File: config.mk
export PLATFORM = sky130hd
export DESIGN_NAME = rrv_cordic
export DESIGN_NICKNAME = d
export VERILOG_FILES = /design/src/sv/rrv_pkg.sv /design/src/sv/rrv_cordic.sv
export SDC_FILE = /design/constraint.sdc
export NUM_CORES = 2
export LEC_CHECK = 0
export BUFFER_PORTS_ARGS = -buffer_cell sky130_fd_sc_hd__buf_2
export CORE_MARGIN = 3
export CORE_UTILIZATION = 65
export CTS_CLUSTER_DIAMETER = 100
export CTS_CLUSTER_SIZE = 25
export DETAILED_ROUTE_END_ITERATION = 6
export GPL_TIMING_DRIVEN = 0
export PLACE_DENSITY = 0.93
export SLEW_MARGIN = 20
export SYNTH_ARGS = -nofsm -noshare
export SYNTH_HDL_FRONTEND = slang
export SYNTH_SLANG_ARGS = --single-unit
File: constraint.sdc
create_clock -name clk -period 5.91 [get_ports clk]
set_clock_uncertainty 0.2 [all_clocks]
set_input_delay 0.8865 -clock clk [delete_from_list [all_inputs] [get_ports clk]]
set_output_delay 0.8865 -clock clk [all_outputs]
set_load 0.1 [all_outputs]
File: src/sv/rrv_pkg.sv
// Shared types and constants for the rounded rectangle vertex generator.
package rrv_pkg;

  localparam int COORD_W = 24;
  localparam int OUT_W   = 25;
  localparam int QW      = 17;
  localparam int XYW     = 20;
  localparam int ZW      = 19;
  localparam int CORDIC_STEPS = 16;
  localparam int PROD_W  = 45;

  localparam logic [QW-1:0]  HALF_PI_Q16 = 17'd102944;
  localparam logic [XYW-1:0] CORDIC_GAIN = 20'd39797;

  localparam logic [1:0] CFG_FRAME_WIDTH   = 2'd0;
  localparam logic [1:0] CFG_FRAME_HEIGHT  = 2'd1;
  localparam logic [1:0] CFG_CORNER_RADIUS = 2'd2;
  localparam logic [1:0] CFG_CORNER_POINTS = 2'd3;

  typedef struct packed {
    logic       in_range;
    logic [1:0] quad;
  } tag_t;

  function automatic logic signed [ZW-1:0] atan_q16(input int i);
    logic signed [ZW-1:0] a;
    unique case (i)
      0:  a = 19'sd51472;
      1:  a = 19'sd30385;
      2:  a = 19'sd16055;
      3:  a = 19'sd8150;
      4:  a = 19'sd4091;
      5:  a = 19'sd2047;
      6:  a = 19'sd1024;
      7:  a = 19'sd512;
      8:  a = 19'sd256;
      9:  a = 19'sd128;
      10: a = 19'sd64;
      11: a = 19'sd32;
      12: a = 19'sd16;
      13: a = 19'sd8;
      14: a = 19'sd4;
      default: a = 19'sd2;
    endcase
    return a;
  endfunction

endpackage

File: src/sv/rrv_cordic.sv
// Pipelined rotation-mode CORDIC, one micro-rotation per stage.
module rrv_cordic (
  input  logic                          clk,
  input  logic                          rst,
  input  logic                          adv,
  input  logic                          in_v,
  input  logic [rrv_pkg::QW-1:0]        angle,
  input  rrv_pkg::tag_t                 in_tag,
  output logic                          out_v,
  output logic signed [rrv_pkg::XYW-1:0] cos_q,
  output logic signed [rrv_pkg::XYW-1:0] sin_q,
  output rrv_pkg::tag_t                 out_tag
);

  localparam int N   = rrv_pkg::CORDIC_STEPS;
  localparam int XYW = rrv_pkg::XYW;
  localparam int ZW  = rrv_pkg::ZW;

  logic signed [XYW-1:0] x [0:N];
  logic signed [XYW-1:0] y [0:N];
  logic signed [ZW-1:0]  z [0:N];
  rrv_pkg::tag_t         tg [0:N];
  logic [N:0]            v;

  always_ff @(posedge clk) begin
    if (rst) begin
      v[0] <= 1'b0;
    end else if (adv) begin
      v[0] <= in_v;
    end
    if (adv) begin
      x[0]  <= rrv_pkg::CORDIC_GAIN;
      y[0]  <= '0;
      z[0]  <= $signed({{(ZW-rrv_pkg::QW){1'b0}}, angle});
      tg[0] <= in_tag;
    end
  end

  for (genvar i = 0; i < N; i++) begin : g_rot
    logic signed [XYW-1:0] dx, dy;
    assign dx = x[i] >>> i;
    assign dy = y[i] >>> i;

    always_ff @(posedge clk) begin
      if (rst) begin
        v[i+1] <= 1'b0;
      end else if (adv) begin
        v[i+1] <= v[i];
      end
      if (adv) begin
        if (!z[i][ZW-1]) begin
          x[i+1] <= x[i] - dy;
          y[i+1] <= y[i] + dx;
          z[i+1] <= z[i] - rrv_pkg::atan_q16(i);
        end else begin
          x[i+1] <= x[i] + dy;
          y[i+1] <= y[i] - dx;
          z[i+1] <= z[i] + rrv_pkg::atan_q16(i);
        end
        tg[i+1] <= tg[i];
      end
    end
  end

  assign out_v   = v[N];
  assign cos_q   = x[N];
  assign sin_q   = y[N];
  assign out_tag = tg[N];

endmodule

=== After elaboration in Yosys (flattened, before gate mapping) ===
Memories as Yosys holds them, arrays and structs flattened.
Index checks and enable logic that the tools add are counted.

* Add/sub/neg operators: 95
* Multipliers: 0
* Divide/modulo/power cells: 0
* Magnitude comparators: 0
* Equal/unequal tests: 0
* Shift operators: 0
* Muxes and demuxes: 146
* Bitwise logic cells: 48
* Reductions and logical operators: 0

{| class="wikitable"
|+ Operators with widths
! cell !! count
|-
| two-way mux 20 bit || 32
|-
| two-way mux 19 bit || 16
|-
| two-way mux 1 bit || 98
|-
| bitwise OR 1 bit || 48
|-
| adder 20 x 10 -> 20 bit || 2
|-
| adder 20 x 11 -> 20 bit || 2
|-
| adder 20 x 12 -> 20 bit || 2
|-
| adder 20 x 13 -> 20 bit || 2
|-
| adder 20 x 14 -> 20 bit || 2
|-
| adder 20 x 15 -> 20 bit || 2
|-
| adder 20 x 16 -> 20 bit || 2
|-
| adder 20 x 17 -> 20 bit || 2
|-
| adder 20 x 18 -> 20 bit || 2
|-
| adder 20 x 19 -> 20 bit || 2
|-
| adder 20 x 5 -> 20 bit || 2
|-
| adder 20 x 6 -> 20 bit || 2
|-
| adder 20 x 7 -> 20 bit || 2
|-
| adder 20 x 8 -> 20 bit || 2
|-
| adder 20 x 9 -> 20 bit || 2
|-
| subtractor 20 x 10 -> 20 bit || 2
|-
| subtractor 20 x 11 -> 20 bit || 2
|-
| subtractor 20 x 12 -> 20 bit || 2
|-
| subtractor 20 x 13 -> 20 bit || 2
|-
| subtractor 20 x 14 -> 20 bit || 2
|-
| 42 further kinds || 55
|}

* Register bits after elaboration: 17
* Latch bits: 0
* Memory bits (writable): 1,054
* Memory bits (read-only): 0
* Bits of input ports: 24
* Output and inout port bits: 44
* Logic and storage cells: 310
* Memories: 4

{| class="wikitable"
|+ Memories
! name !! words !! width !! rd ports !! clocked after Yosys merged registers in !! wr ports !! RTL line !! source
|-
| x || 17 || 20 || 17 || 0 || 17 || rrv_cordic.sv:19 || <nowiki>logic signed [XYW-1:0] x [0:N];</nowiki>
|-
| y || 17 || 20 || 17 || 0 || 17 || rrv_cordic.sv:20 || <nowiki>logic signed [XYW-1:0] y [0:N];</nowiki>
|-
| z || 17 || 19 || 16 || 0 || 17 || rrv_cordic.sv:21 || <nowiki>logic signed [ZW-1:0] z [0:N];</nowiki>
|-
| tg || 17 || 3 || 17 || 0 || 17 || rrv_cordic.sv:22 || <nowiki>rrv_pkg::tag_t tg [0:N];</nowiki>
|}

=== Logic depth before layout (Yosys ltp) ===
* Depth after elaboration: 4
* Mapped depth: 18
* Depth with buffers taken out: 17

=== Least setup slack after synthesis ===
Ideal clock, no wire load.

* Kind: input-to-reg
* From: input port adv
* To: memory y[4][18], data pin
* Library setup time: 0.261 ns
* Arrival time: 4.967 ns
* Data required time: 5.449 ns
* Path slack: 0.482 ns
* Stages on the path: 17
* Path buffers: 4
* Cell sequence: clkbuf_1 > clkbuf_1 > nand2_1 > inv_1 > clkbuf_1 > buf_1 > mux2i_1 > fa_1 > a21o_1 > a21oi_1 > o21ai_0 > a21oi_1 > a221o_1 > a21oi_1 > or4b_1 > and3_1 > a311o_1

{| class="wikitable"
|+ RTL lines
! what !! RTL line !! source
|-
| start: declaration || rrv_cordic.sv:5 || <nowiki>input logic adv,</nowiki>
|-
| end: declaration || rrv_cordic.sv:20 ||
|}

==> flow_metrics.env <==
export IMPL_outcome="finished clean"
export IMPL_whs_ns=0.185
export IMPL_die_h_um=323
export IMPL_fin_util=0.695
export IMPL_syn_to_final_growth_pct=5.53
export IMPL_end_kind="flop"
export IMPL_vias=49400
export IMPL_design_area_um2=68700
export IMPL_dr_pass1_iters=6
export IMPL_grt_usage=0.282
export IMPL_avgSynthCellArea_um2=10.3
export IMPL_clkSinkCount=896
export IMPL_final_antenna_net_count=0
export IMPL_cts_made_buffers=43
export IMPL_ios=68
export IMPL_yosys_area_top_type="edfxtp_1"
export IMPL_cts_tree="built"
export IMPL_stdcell_count=7742
export IMPL_synth_seq_cells=896
export IMPL_grt_max_degree=66
export IMPL_worst_slew_pin_slew_ns=1.01
export IMPL_clock_fmax_mhz=176
export IMPL_die_w_um=323
export IMPL_cts_buffer_depth=3
export IMPL_rsz0062_at_grt="no"
export IMPL_synth_edf_count=879
export IMPL_final_cell_mix="edfxtp_1 (879), ha_1 (760), xnor2_1 (602)"
export IMPL_syn_inst=6313
export IMPL_path_max_fanout=33
export IMPL_yosysWarnings=0
export IMPL_synthTopCellsByArea="edfxtp_1 (41%), ha_1 (15%), xnor2_1 (8.1%)"
export IMPL_worstPathArrival_ns=5.91
export IMPL_min_path_type="input port to flop"
export IMPL_detail_route_vias_per_cell=6.39
export IMPL_path_class="input port to flop"
export IMPL_fill_cells=6785
export IMPL_start_kind="input port"
export IMPL_drtIter0Drc=4500
export IMPL_grt_pass1_wl_um=241000
export IMPL_core_um2=98900
export IMPL_cap_violations=0
export IMPL_final_common_cell="edfxtp_1"
export IMPL_maxSlewViolCount=0
export IMPL_initial_core_util=0.659
export IMPL_required_ns=6.13
export IMPL_die_area_um2=104000
export IMPL_synth_top_cell_area_share=0.405
export IMPL_hold_violations=0
export IMPL_routed_wl_um=149000
export IMPL_ys_types=81
export IMPL_grt_pass1_vias=48500
export IMPL_root_buffer="clkbuf_16"
export IMPL_synth_nets=7135
export IMPL_relSlewSlack=0.328
export IMPL_dp_cells=7675
export IMPL_gp_congestion=0.955
export IMPL_wire_per_inst_um=19.2
export IMPL_timing_final_crit_share=0.962
export IMPL_grt_overflow=0
export IMPL_setup_violations=0
export IMPL_port_buffer_count=66
export IMPL_clk_latency_ns=0.68
export IMPL_rows=115
export IMPL_ff2ff_path_depth=13
export IMPL_drive_gt1_frac=0.0401
export IMPL_h_tree_depth=2
export IMPL_dpl_instance_area_um2=67300
export IMPL_synthArstFlopShare=0
export IMPL_clk_pin_slew_worst_paths_ns=0.10
export IMPL_antenna_found_initial=1
export IMPL_synth_area_um2=65100
export IMPL_hpwl_um=116000
export IMPL_yosysSeqAreaShare=0.410
export IMPL_ys_flop_type="edfxtp_1"
export IMPL_nNetsFinal=7257
export IMPL_cts_hold_buf=0
export IMPL_whs_path_depth=1
export IMPL_drc=0
export IMPL_post_route_min_period_ns=5.68
[sequential cells by signal (all words and copies together), names as in the netlist]
register  cells
y           282
x           280
z           266
tg           51
v            16
out_v         1
[metrics by stage]
stage / setup slack, ns / TNS (ns)
2_1_floorplan: 0.482 / 0
3_3_place_gp: -3.33 / -1700.17
3_5_place_dp: -2.82 / -418.32
4_1_cts: 0.00796 / 0
5_1_grt: 0.0214 / 0
6_report: 0.227 / 0
[final cells by class]
cell class,count,area [µm²],area share
antenna,4,10.0,0.000146
multi-input combinational,5005,36900,0.537
timing repair buffer,81,606,0.00881
inverter,308,1170,0.0170
clock inverter,11,126,0.00184
timing repair inverter,1,5.00,0.0000728
tap,1287,1610,0.0234
sequential,896,26700,0.389
buffer,99,474,0.00690
clock buffer,50,1110,0.0162
[Yosys cell counts, types with 66 or more instances]
cell	instances
nand2b_1	92
o21bai_1	85
nand3_1	109
a21oi_1	589
nor3_1	184
nor2b_1	89
nor2_1	496
ha_1	760
edfxtp_1	879
clkbuf_1	85
o21ai_0	276
xnor2_1	602
o21a_1	95
a21o_1	241
nand2_1	336
inv_1	305
o31ai_1	66
xor2_1	246
[layer usage]
metal | routed length (µm) | GRT usage
met1 | 58200 | 0.341
met2 | 73500 | 0.500
met5 | 0 | 0
met3 | 9150 | 0.0313
met4 | 7890 | 0.140
[worst paths after layout]
path             start   endpoint  slack (ns)
max                adv  x[10][19]        0.23
max reg2reg   z[5][18]   y[6][18]        0.89
min reg2reg    z[9][3]   z[10][3]        0.21
min          angle[16]   z[0][16]        0.19
[timing repair]
action,4_1_cts,5_1_grt
gates cloned,0,2
setup buffers,1,4
resized for setup,30,25
endpoints found under the setup margin,265,55
[critical path: stages]
cell and delay [ns]:
buf_4 0.33, buf_16 0.25, clkbuf_8 0.28, clkbuf_4 0.33
and2_1 0.42, clkbuf_2 0.32, clkbuf_1 0.44, nor2_1 0.11
xor2_1 0.19, ha_1 0.37, o21ai_0 0.13, or3_1 0.35
a21boi_0 0.30, o21ai_1 0.20, a31o_2 0.27, o2111ai_1 0.27
a31o_2 0.19, a21oi_1 0.07, xnor2_1 0.15
[logic make-up (layout without fill, tap and decap cells)]
family,after synthesis,after routing,synth area share
XOR/XNOR,849,849,0.114
adder cells (fa/ha/maj),798,798,0.158
multiplexers,69,69,0.0109
flip-flops,896,896,0.410
AO/OA/AOI/OAI,1704,1704,0.167
AND/OR/NAND/NOR,1585,1585,0.116
other,0,4,0
buffers and inverters,412,550,0.0238
Power is not shown: default switching activity piles up to over one toggle a cycle in this logic, so the estimate is an artifact.
