### src/sv/rrv_pkg.sv
// Shared types and constants for the rounded rectangle vertex generator.
package rrv_pkg;

  localparam int COORD_W = 24;
  localparam int OUT_W   = 25;
  localparam int QW      = 17;
  localparam int XYW     = 20;
  localparam int ZW      = 19;
  localparam int CORDIC_STEPS = 16;
  localparam int PROD_W  = 45;

  localparam logic [QW-1:0]  HALF_PI_Q16 = 17'd102944;
  localparam logic [XYW-1:0] CORDIC_GAIN = 20'd39797;

  localparam logic [1:0] CFG_FRAME_WIDTH   = 2'd0;
  localparam logic [1:0] CFG_FRAME_HEIGHT  = 2'd1;
  localparam logic [1:0] CFG_CORNER_RADIUS = 2'd2;
  localparam logic [1:0] CFG_CORNER_POINTS = 2'd3;

  typedef struct packed {
    logic       in_range;
    logic [1:0] quad;
  } tag_t;

  function automatic logic signed [ZW-1:0] atan_q16(input int i);
    logic signed [ZW-1:0] a;
    unique case (i)
      0:  a = 19'sd51472;
      1:  a = 19'sd30385;
      2:  a = 19'sd16055;
      3:  a = 19'sd8150;
      4:  a = 19'sd4091;
      5:  a = 19'sd2047;
      6:  a = 19'sd1024;
      7:  a = 19'sd512;
      8:  a = 19'sd256;
      9:  a = 19'sd128;
      10: a = 19'sd64;
      11: a = 19'sd32;
      12: a = 19'sd16;
      13: a = 19'sd8;
      14: a = 19'sd4;
      default: a = 19'sd2;
    endcase
    return a;
  endfunction

endpackage

### src/sv/rrv_divide.sv
// Pipelined restoring divider, one quotient bit per stage, for the arc angle.
module rrv_divide #(
  parameter int NW = 7
) (
  input  logic                 clk,
  input  logic                 rst,
  input  logic                 adv,
  input  logic                 in_v,
  input  logic [NW+rrv_pkg::QW-1:0] num,
  input  logic [NW-1:0]        den,
  input  rrv_pkg::tag_t        in_tag,
  output logic                 out_v,
  output logic [rrv_pkg::QW-1:0] quot,
  output rrv_pkg::tag_t        out_tag
);

  localparam int QW = rrv_pkg::QW;

  // Each stage holds the partial remainder and the dividend bits still to be
  // consumed; quotient bits shift in from the bottom as dividend bits leave.
  logic [NW-1:0]     rem  [0:QW];
  logic [QW-1:0]     lowq [0:QW];
  logic [NW-1:0]     dd   [0:QW];
  rrv_pkg::tag_t     tg   [0:QW];
  logic [QW:0]       v;

  always_ff @(posedge clk) begin
    if (rst) begin
      v[0] <= 1'b0;
    end else if (adv) begin
      v[0] <= in_v;
    end
    if (adv) begin
      rem[0]  <= num[NW+QW-1:QW];
      lowq[0] <= num[QW-1:0];
      dd[0]   <= den;
      tg[0]   <= in_tag;
    end
  end

  for (genvar s = 0; s < QW; s++) begin : g_step
    logic [NW:0] trial;
    logic        ge;
    assign trial = {rem[s], lowq[s][QW-1]};
    assign ge    = (trial >= {1'b0, dd[s]});

    always_ff @(posedge clk) begin
      if (rst) begin
        v[s+1] <= 1'b0;
      end else if (adv) begin
        v[s+1] <= v[s];
      end
      if (adv) begin
        rem[s+1]  <= ge ? NW'(trial - {1'b0, dd[s]}) : trial[NW-1:0];
        lowq[s+1] <= {lowq[s][QW-2:0], ge};
        dd[s+1]   <= dd[s];
        tg[s+1]   <= tg[s];
      end
    end
  end

  assign out_v   = v[QW];
  assign quot    = lowq[QW];
  assign out_tag = tg[QW];

endmodule

### config.mk
export PLATFORM = sky130hd
export DESIGN_NAME = rrv_divide
export DESIGN_NICKNAME = d
export VERILOG_FILES = /design/src/sv/rrv_pkg.sv /design/src/sv/rrv_divide.sv
export SDC_FILE = /design/constraint.sdc
export NUM_CORES = 1
export LEC_CHECK = 0
export ABC_AREA = 1
export BUFFER_PORTS_ARGS = -buffer_cell sky130_fd_sc_hd__buf_2
export CORE_ASPECT_RATIO = 2
export CORE_UTILIZATION = 63
export DETAILED_ROUTE_END_ITERATION = 7
export PLACE_DENSITY = 0.77
export SLEW_MARGIN = 10
export SYNTH_ARGS = -nofsm -noshare
export SYNTH_HDL_FRONTEND = slang
export SYNTH_SLANG_ARGS = --single-unit
### constraint.sdc
create_clock -name clk -period 2.4 [get_ports clk]
set_clock_uncertainty 0.1 [all_clocks]
set_input_delay 0.6 -clock clk [delete_from_list [all_inputs] [get_ports clk]]
set_output_delay 0.6 -clock clk [all_outputs]
set_load 0.1 [all_outputs]
# Word-level counts from Yosys, hierarchy flattened
# Memories as Yosys holds them, arrays and structs flattened.
# Cells that the tools add are included.
[totals]
reg_bits = 18
mem_bits_rw = 612
in_bits = 38
out_inout_bits = 21
word_cells = 75
n_memories = 4
[op_classes]
n_addsub = 17
magnitude_cmp = 17
n_mux = 19
[mem_list]
columns = ["memory", "words", "width", "read_ports", "rd_clocked_by_memory_dff", "write_ports", "line_no", "text"]
rows = [
  ["lowq", 18, 17, 18, 0, 18, "rrv_divide.sv:22", "logic [QW-1:0] lowq [0:QW];"],
  ["dd", 18, 7, 17, 0, 18, "rrv_divide.sv:23", "logic [NW-1:0] dd [0:QW];"],
  ["rem", 18, 7, 17, 0, 18, "rrv_divide.sv:21", "logic [NW-1:0] rem [0:QW];"],
  ["tg", 18, 3, 18, 0, 18, "rrv_divide.sv:24", "rrv_pkg::tag_t tg [0:QW];"],
]
[op_table]
columns = ["operator", "n"]
rows = [
  [">= comparator 8 x 7 -> 1 bit", 17],
  ["2-to-1 mux 7 bit", 17],
  ["subtractor 7 bit", 17],
  ["2-to-1 mux 1 bit", 2],
]

# Longest topological paths before layout
# Gate-level depths: netlist (run 1).
[depth]
ltp_word = 2
ltp_mapped = 11
ltp_nobuf = 11

# Worst setup path before layout (run 1)
# Ideal clock, no wire load.
[synth_path]
path_type = "register -> register"
from = "memory dd[5][0]"
to = "memory rem[6][5], data pin"
setup_time_ns = 0.253
arrival_time_ns = 1.552
required_time_ns = 2.047
setup_slack_ns = 0.495
stages_incl_launch_ff = 11
n_path_buf = 0
period_less_slack_ns = 1.905
path_cell_list = "edfxtp_1 ha_1 fa_1 inv_1 nand2_1 nand2_1 nand2_1 o21ai_0 nand2_1 nand3_1 nand2_1"
[synth_rtl]
columns = ["item", "line_no"]
rows = [
  ["from (decl)", "rrv_divide.sv:23"],
  ["to (decl)", "rrv_divide.sv:21"],
]

==> results.txt, run 1 <==
initial antenna violation count: 0
CTS tree: built
post-route antenna net violation count: 0
die boundary height: 294 um
slowest CP cell: fa_1
cell count after synthesis: 2238
layout cell share with drive strength beyond 1: 9.45%
Finished Cell Area: 29700 sq um
grt total ovfl: 0
#FFs+latches synth: 616
Max Clk Rate: 445 MHz
vias in the first global route: 16500
worst r2r path cells: 10
core area: 41900 sq um
Peak VDD IR: 0.000795 V
Post-Route WL: 48.9 mm
Syn. warnings: 0
status: finished, final reports clean
Hold Buf Count CTS: 0
Setup Total Neg Slack: 0 ns
Worst-path clk slew: 0.06 ns
Hold Path Depth: 1
Syn Nets: 2411
area fraction of the dominant cell type after synthesis: 66.9%
die area: 43500 sq um
TritonRoute pass-1 iters: 7
Synth area leader: edfxtp_1
power share of the combinational group: 29.3%
synthesized area: 26800 sq um
maxcap violations: 0
DR vias: 15800
r2r endpoint: rem[7][5]
htree depth: 2
worst hold start: num[20]
Tmin final: 2.25 ns
largest net degree at the start of global routing: 96
Root Driver: clkbuf_16
HPWL Detailed: 35.8 mm
syn avg cell area: 12.0 sq um
synthesis-to-layout area growth: 10.7%
leakage dissipation: 0.0126 uW
P_int: 21800 uW
reg2reg setup slack: 0.15 ns
Fillers: 2946
CTS max path bufs: 3
hold endpoint: rem[0][3]
most used cell, CP: nand2_1
cell area power density: 1090 nW/um^2
Initial Utilization: 64.1%
row count: 106
CTS buffer count: 50
critical path cell sequence: ha_1 > fa_1 > inv_1 > nand2_1 > nand2_1 > nand2_1 > o21ai_0 > nand2_1 > nand3_1 > nand2_1
NetSw: 10600 uW
PortBufs: 58
max-slew violations: 0
Worst-Margin Slew: 0.674 ns
crit path DAT: 2.45 ns
worst skew pair latency: 0.57 ns
required time of the critical path: 2.60 ns
Clock Sinks: 616
NumNets Final: 2540
crit path max fanout: 5
routability congestion estimate: 0.984
library cells used by synthesis: 24
n_diodes: 0
top post-synthesis cells by area: edfxtp_1 (67%), nand2_1 (8.8%), ha_1 (5.5%)
Tot GR Track Use: 23.6%
nature of the critical path endpoint: register
DP Area: 28100 sq um
DRT iter0 DRCs: 603
crit-path max cell delay: 0.44 ns
Die W: 148 um
period utilisation layout: 93.6%
sw frac: 32.7%
Vias/cell: 5.37
CP startpoint kind: register
Final Hold Fails: 0
Seq pwr share: 45.7%
family with the most delay on the worst path: adder cells
final setup vio count: 0
first-pass GRT wire length: 78.8 mm
Wirelength per Cell: 16.6 um
residual DRC count: 0
I/O Pins: 59
CP Class: reg2reg
reg2reg start: dd[6][0]
sequential-to-total area share from yosys stat: 68.2%
headroom to the max-slew limit: 54.7%
crit path buf inv count: 1
Worst Hold Class: in2reg
Clk pwr share: 24.9%
sequential cells by signal, summed over array words and instances (netlist names):
| signal | cells |
|---|---|
| dd | 119 |
| lowq | 306 |
| out_v | 1 |
| v | 17 |
| tg | 54 |
| rem | 119 |
stage by stage:
| step | hold WS, ns | total power [uW] | util (%) | setup WS [ns] | instances |
|---|---|---|---|---|---|
| 4_1_cts | 0.0756 | 32500 | 70.9 | 0.0947 | 2942 |
| 3_3_place_gp | 0.300 | 24000 | 67.0 | 0.130 | 2854 |
| 3_5_place_dp | 0.305 | 24400 | 67.0 | 0.100 | 2854 |
| 6_report | 0.101 | 32300 | 70.9 | 0.153 | 2943 |
| 2_1_floorplan | 0.300 | 21800 | - | 0.495 | 2238 |
| 5_1_grt | 0.0800 | 34200 | 70.9 | -0.0101 | 2943 |
power by group through the flow:
stage	sequential, uW	combinational, uW	clock [uW]
final	14800	9480	8050
after CTS	14800	9480	8250
after global placement	14900	9110	0
after detailed placement	15000	9420	0
after floorplan	14800	6980	0
after global routing	14900	10700	8590
synth_stat cells:
library cell  number
buf_1              1
dfxtp_1           18
a21oi_4           16
nor2_2            16
nand4_1           33
clkbuf_1           1
edfxtp_1         598
ha_1             119
buf_2              3
inv_1            377
nand3_4           16
nor3_1             2
nand3_1          191
fa_1              16
xor2_1             1
xnor2_1           32
o21ai_1           32
or2_4             15
or2_1              1
nor2_1            67
o21ai_0           17
a21oi_1           37
clkinv_1           1
nand2_1          628
worst max-delay path by stage:
stage,from,endpoint,depth (start not counted)
after global placement,dd[6][0],rem[7][5],10
final,dd[6][0],rem[7][5],10
after detailed placement,dd[6][0],rem[7][5],10
after global routing,dd[6][0],rem[7][5],10
after floorplan,dd[5][0],rem[6][5],10
after CTS,dd[6][0],rem[7][5],10
final cells by class:
cell class / instances / area, sq um / share of cell area [%]
Clock inverter: 27 / 245 / 0.825
Multi-Input combinational cell: 1239 / 7090 / 23.9
Clock buffer: 61 / 1370 / 4.61
Inverter: 378 / 1420 / 4.78
Tap cell: 540 / 676 / 2.27
Sequential cell: 616 / 18300 / 61.7
Timing Repair Buffer: 82 / 593 / 2.00
placed cells by master (no fill, tap or decap), types with 3 or more instances in the layout:
| master | synthesis | final |
|---|---|---|
| o21ai_0 | 17 | 17 |
| nor2_1 | 67 | 67 |
| clkinvlp_4 | 0 | 4 |
| clkbuf_1 | 1 | 6 |
| or2_4 | 15 | 15 |
| edfxtp_1 | 598 | 598 |
| fa_1 | 16 | 16 |
| dfxtp_1 | 18 | 18 |
| inv_1 | 377 | 377 |
| clkbuf_16 | 0 | 53 |
| xnor2_1 | 32 | 32 |
| buf_12 | 0 | 9 |
| a21oi_4 | 16 | 16 |
| nand3_1 | 191 | 191 |
| clkinv_2 | 0 | 12 |
| nand2_1 | 628 | 627 |
| o21ai_1 | 32 | 32 |
| buf_4 | 0 | 15 |
| buf_2 | 3 | 57 |
| bufinv_16 | 0 | 3 |
| clkinv_4 | 0 | 5 |
| nand3_4 | 16 | 16 |
| ha_1 | 119 | 119 |
| nor2_2 | 16 | 16 |
| nand4_1 | 33 | 33 |
| a21oi_1 | 37 | 37 |
worst register-to-register path: cells and delay by family (launching register included):
family          cells  cell delay (ns)
compound gates      1             0.08
fa+ha+maj           2             0.69
buf+inv             1             0.13
flops               1             0.42
simple gates        6             0.56
metal layers:
layer | vias to the layer above | part of all wire [%] | track usage, %
met5 | - | 0 | 0
met4 | 0 | 5.3 | 12.2
met3 | 166 | 3.0 | 2.67
met2 | 333 | 59 | 48.9
met1 | 7519 | 32 | 21.3
li1 | 7778 | - | -
kinds of logic after synthesis:
kind of cell	share of synthesized area [%]
xor gates and xnor gates	1.08
buffers and inverters	5.37
adders and majority gates	6.74
AOI/OAI and AO/OA	2.57
DFF	68.2
and+or+nand+nor	16.0
repair_timing:
| action | 4_1_cts | 5_1_grt |
|---|---|---|
| buffers inserted | 0 | 1 |
| gates resized for setup | 0 | 1 |
| endpoints found under the setup margin | 0 | 6 |
Note: power is estimated with default switching activity, not from simulation.
==> inputs of run 2 (changes only) <==
CELL_PAD_IN_SITES_DETAIL_PLACEMENT = 1   (was unset)
CELL_PAD_IN_SITES_GLOBAL_PLACEMENT = 1   (was unset)
CORE_UTILIZATION = 51   (was 63)
PLACE_DENSITY = 0.76   (was 0.77)
==> run 2 against run 1 <==
First-iteration DRC count is 11% higher. Sequential power hardly changed. Global-route usage is 2.8 points lower. Critical path depth stayed put. Utilization is 13 points lower. Die area is 23% higher. Clock power is 10% higher. Combinational power is 3.0% higher. Design area is 1.7% higher.
==> results.txt, run 2 (synthesis results as in run 1) <==
cell area power density: 1110 nW/um^2 (+1.7%)
TritonRoute pass-1 iters: 5 (-2)
grt total ovfl: 0 (unchanged)
routability congestion estimate: 0.845 (-14%)
critical path cell sequence: ha_1 > fa_1 > inv_1 > nand2_1 > nand2_1 > nand2_1 > o21ai_0 > nand2_1 > nand3_1 > nand2_1
htree depth: 2 (unchanged)
nature of the critical path endpoint: register
Cells after DPL: 2983 (+4.5%)
maxcap violations: 0 (unchanged)
PortBufs: 58 (unchanged)
Tot GR Track Use: 20.8% (-2.8 points)
DR vias: 16100 (+2.2%)
RSZ-0062 raised after global routing: no
CTS max path bufs: 3 (unchanged)
Worst-Margin Slew: 0.520 ns (-0.155 ns)
worst skew pair latency: 0.62 ns (+0.05 ns)
post-route antenna net violation count: 0 (unchanged)
CP startpoint kind: register
die boundary height: 326 um (+11%)
Tmin final: 2.28 ns (+0.0351 ns)
DRT iter0 DRCs: 670 (+11%)
largest net degree at the start of global routing: 90 (-6.3%)
Setup Total Neg Slack: 0 ns (unchanged)
first-pass GRT wire length: 86.8 mm (+10%)
leakage dissipation: 0.0128 uW (+1.1%)
Post-Route WL: 53.4 mm (+9.1%)
core area: 51800 sq um (+24%)
n_diodes: 0 (unchanged)
slowest CP cell: edfxtp_1
crit-path max cell delay: 0.44 ns (about the same)
CP Launch Point: dd[9][0]
family with the most delay on the worst path: adder cells
NumNets Final: 2555 (+0.59%)
Root Driver: clkbuf_16
worst hold start: num[2]
final setup vio count: 0 (unchanged)
residual DRC count: 0 (unchanged)
initial antenna violation count: 0 (unchanged)
max-slew violations: 0 (unchanged)
row count: 118 (+11%)
headroom to the max-slew limit: 65.4% (+11 points)
HPWL Detailed: 39.4 mm (+10%)
reg2reg start: dd[9][0]
required time of the critical path: 2.68 ns (+0.08 ns)
Final Hold Fails: 0 (unchanged)
Worst-path clk slew: 0.07 ns (about the same)
Die W: 164 um (+11%)
register with the most flip-flops: lowq
layout cell share with drive strength beyond 1: 9.90% (+0.45 points)
commonest non-fill, non-tap cell in the layout: nand2_1
Wirelength per Cell: 17.3 um (+4.1%)
crit path max fanout: 5 (unchanged)
Worst Hold Class: in2reg
synthesis-to-layout area growth: 12.5%
period utilisation layout: 95.1% (+1.5 points)
I/O Pins: 59 (unchanged)
CTS tree: built
Vias/cell: 5.23 (-2.5%)
pre-CTS WS: 0.0110 ns (-0.0895 ns)
CTS buffer count: 53 (+6.0%)
Initial Utilization: 51.8% (-12 points)
CP Class: reg2reg
Peak VDD IR: 0.000723 V (-9.0%)
status: finished, final reports clean
crit path DAT: 2.57 ns (+0.12 ns)
Clock Sinks: 616 (unchanged)
most frequent cells in the layout: nand2_1 (628), edfxtp_1 (598), inv_1 (375), nand3_1 (191), ha_1 (117)
max FFs per register: 306 (unchanged)
vias in the first global route: 17900 (+8.7%)
biggest regs: lowq x306, dd x119, rem x119
final worst slack: 0.118 ns (-0.0351 ns)
Layout Cells excl Fill: 3084 (+4.8%)
most used cell, CP: nand2_1
die area: 53600 sq um (+23%)
Max Clk Rate: 438 MHz (-1.5%)
crit path buf inv count: 1 (unchanged)
==> run 2: changes by cell type in the layout (fill, tap and decap cells not counted), sizes merged <==
cell / previous run / this run
buf: 82 / 94
bufinv: 3 / 9
clkinv: 19 / 20
clkinvlp: 4 / 6
==> run 2: worst paths after layout <==
path	end	slack [ns]	cells after the start
hold / removal	lowq[0][2]	0.05	1
hold reg to reg	lowq[8][16]	0.31	0
setup / recovery	rem[10][2]	0.12	10
setup reg to reg	rem[10][2]	0.12	10
==> run 2: metrics by stage <==
step                hold slack, ns  util [%]  power, uW  cell area, sq um
floorplan                    0.300         -      21800             26800
global placement             0.300      54.7      24000             28400
detailed placement           0.305      54.7      24700             28400
CTS                         0.0153      58.2      33700             30200
global route                0.0246      58.3      35300             30200
finish                      0.0538      58.3      33400             30200
==> run 2: layout make-up <==
| cell class | count | area (sq um) |
|---|---|---|
| fill | 5326 | 21600 |
| sequential | 616 | 18300 |
| multi-input combinational | 1239 | 7110 |
| inverter | 378 | 1420 |
| clock buffer | 61 | 1360 |
| tap | 660 | 826 |
| timing repair buffer | 94 | 746 |
| clock inverter | 36 | 444 |
==> run 2: routing by layer <==
layer  share of wire (%)  track usage, %  up-vias
met5                   0               0        -
met2                  59            42.4      276
met1                  34            19.6     7909
li1                    -               -     7807
met4                 4.5            9.96        0
met3                 2.6            2.49      148
==> run 2: power breakdown <==
| group | switching (uW) | internal, uW |
|---|---|---|
| clock network | 3820 | 5050 |
| registers | 846 | 13900 |
| logic | 6300 | 3450 |
| total | 11000 | 22400 |
==> run 2: timing repair <==
item / 4_1_cts / 5_1_grt
endpoints found under the hold margin: 0 / 0
cloned: 0 / 0
setup buffers: 1 / 3
pin swaps: 0 / 2
hold buffers: 0 / 0
gates resized for setup: 0 / 6
endpoints found under the setup margin: 1 / 10
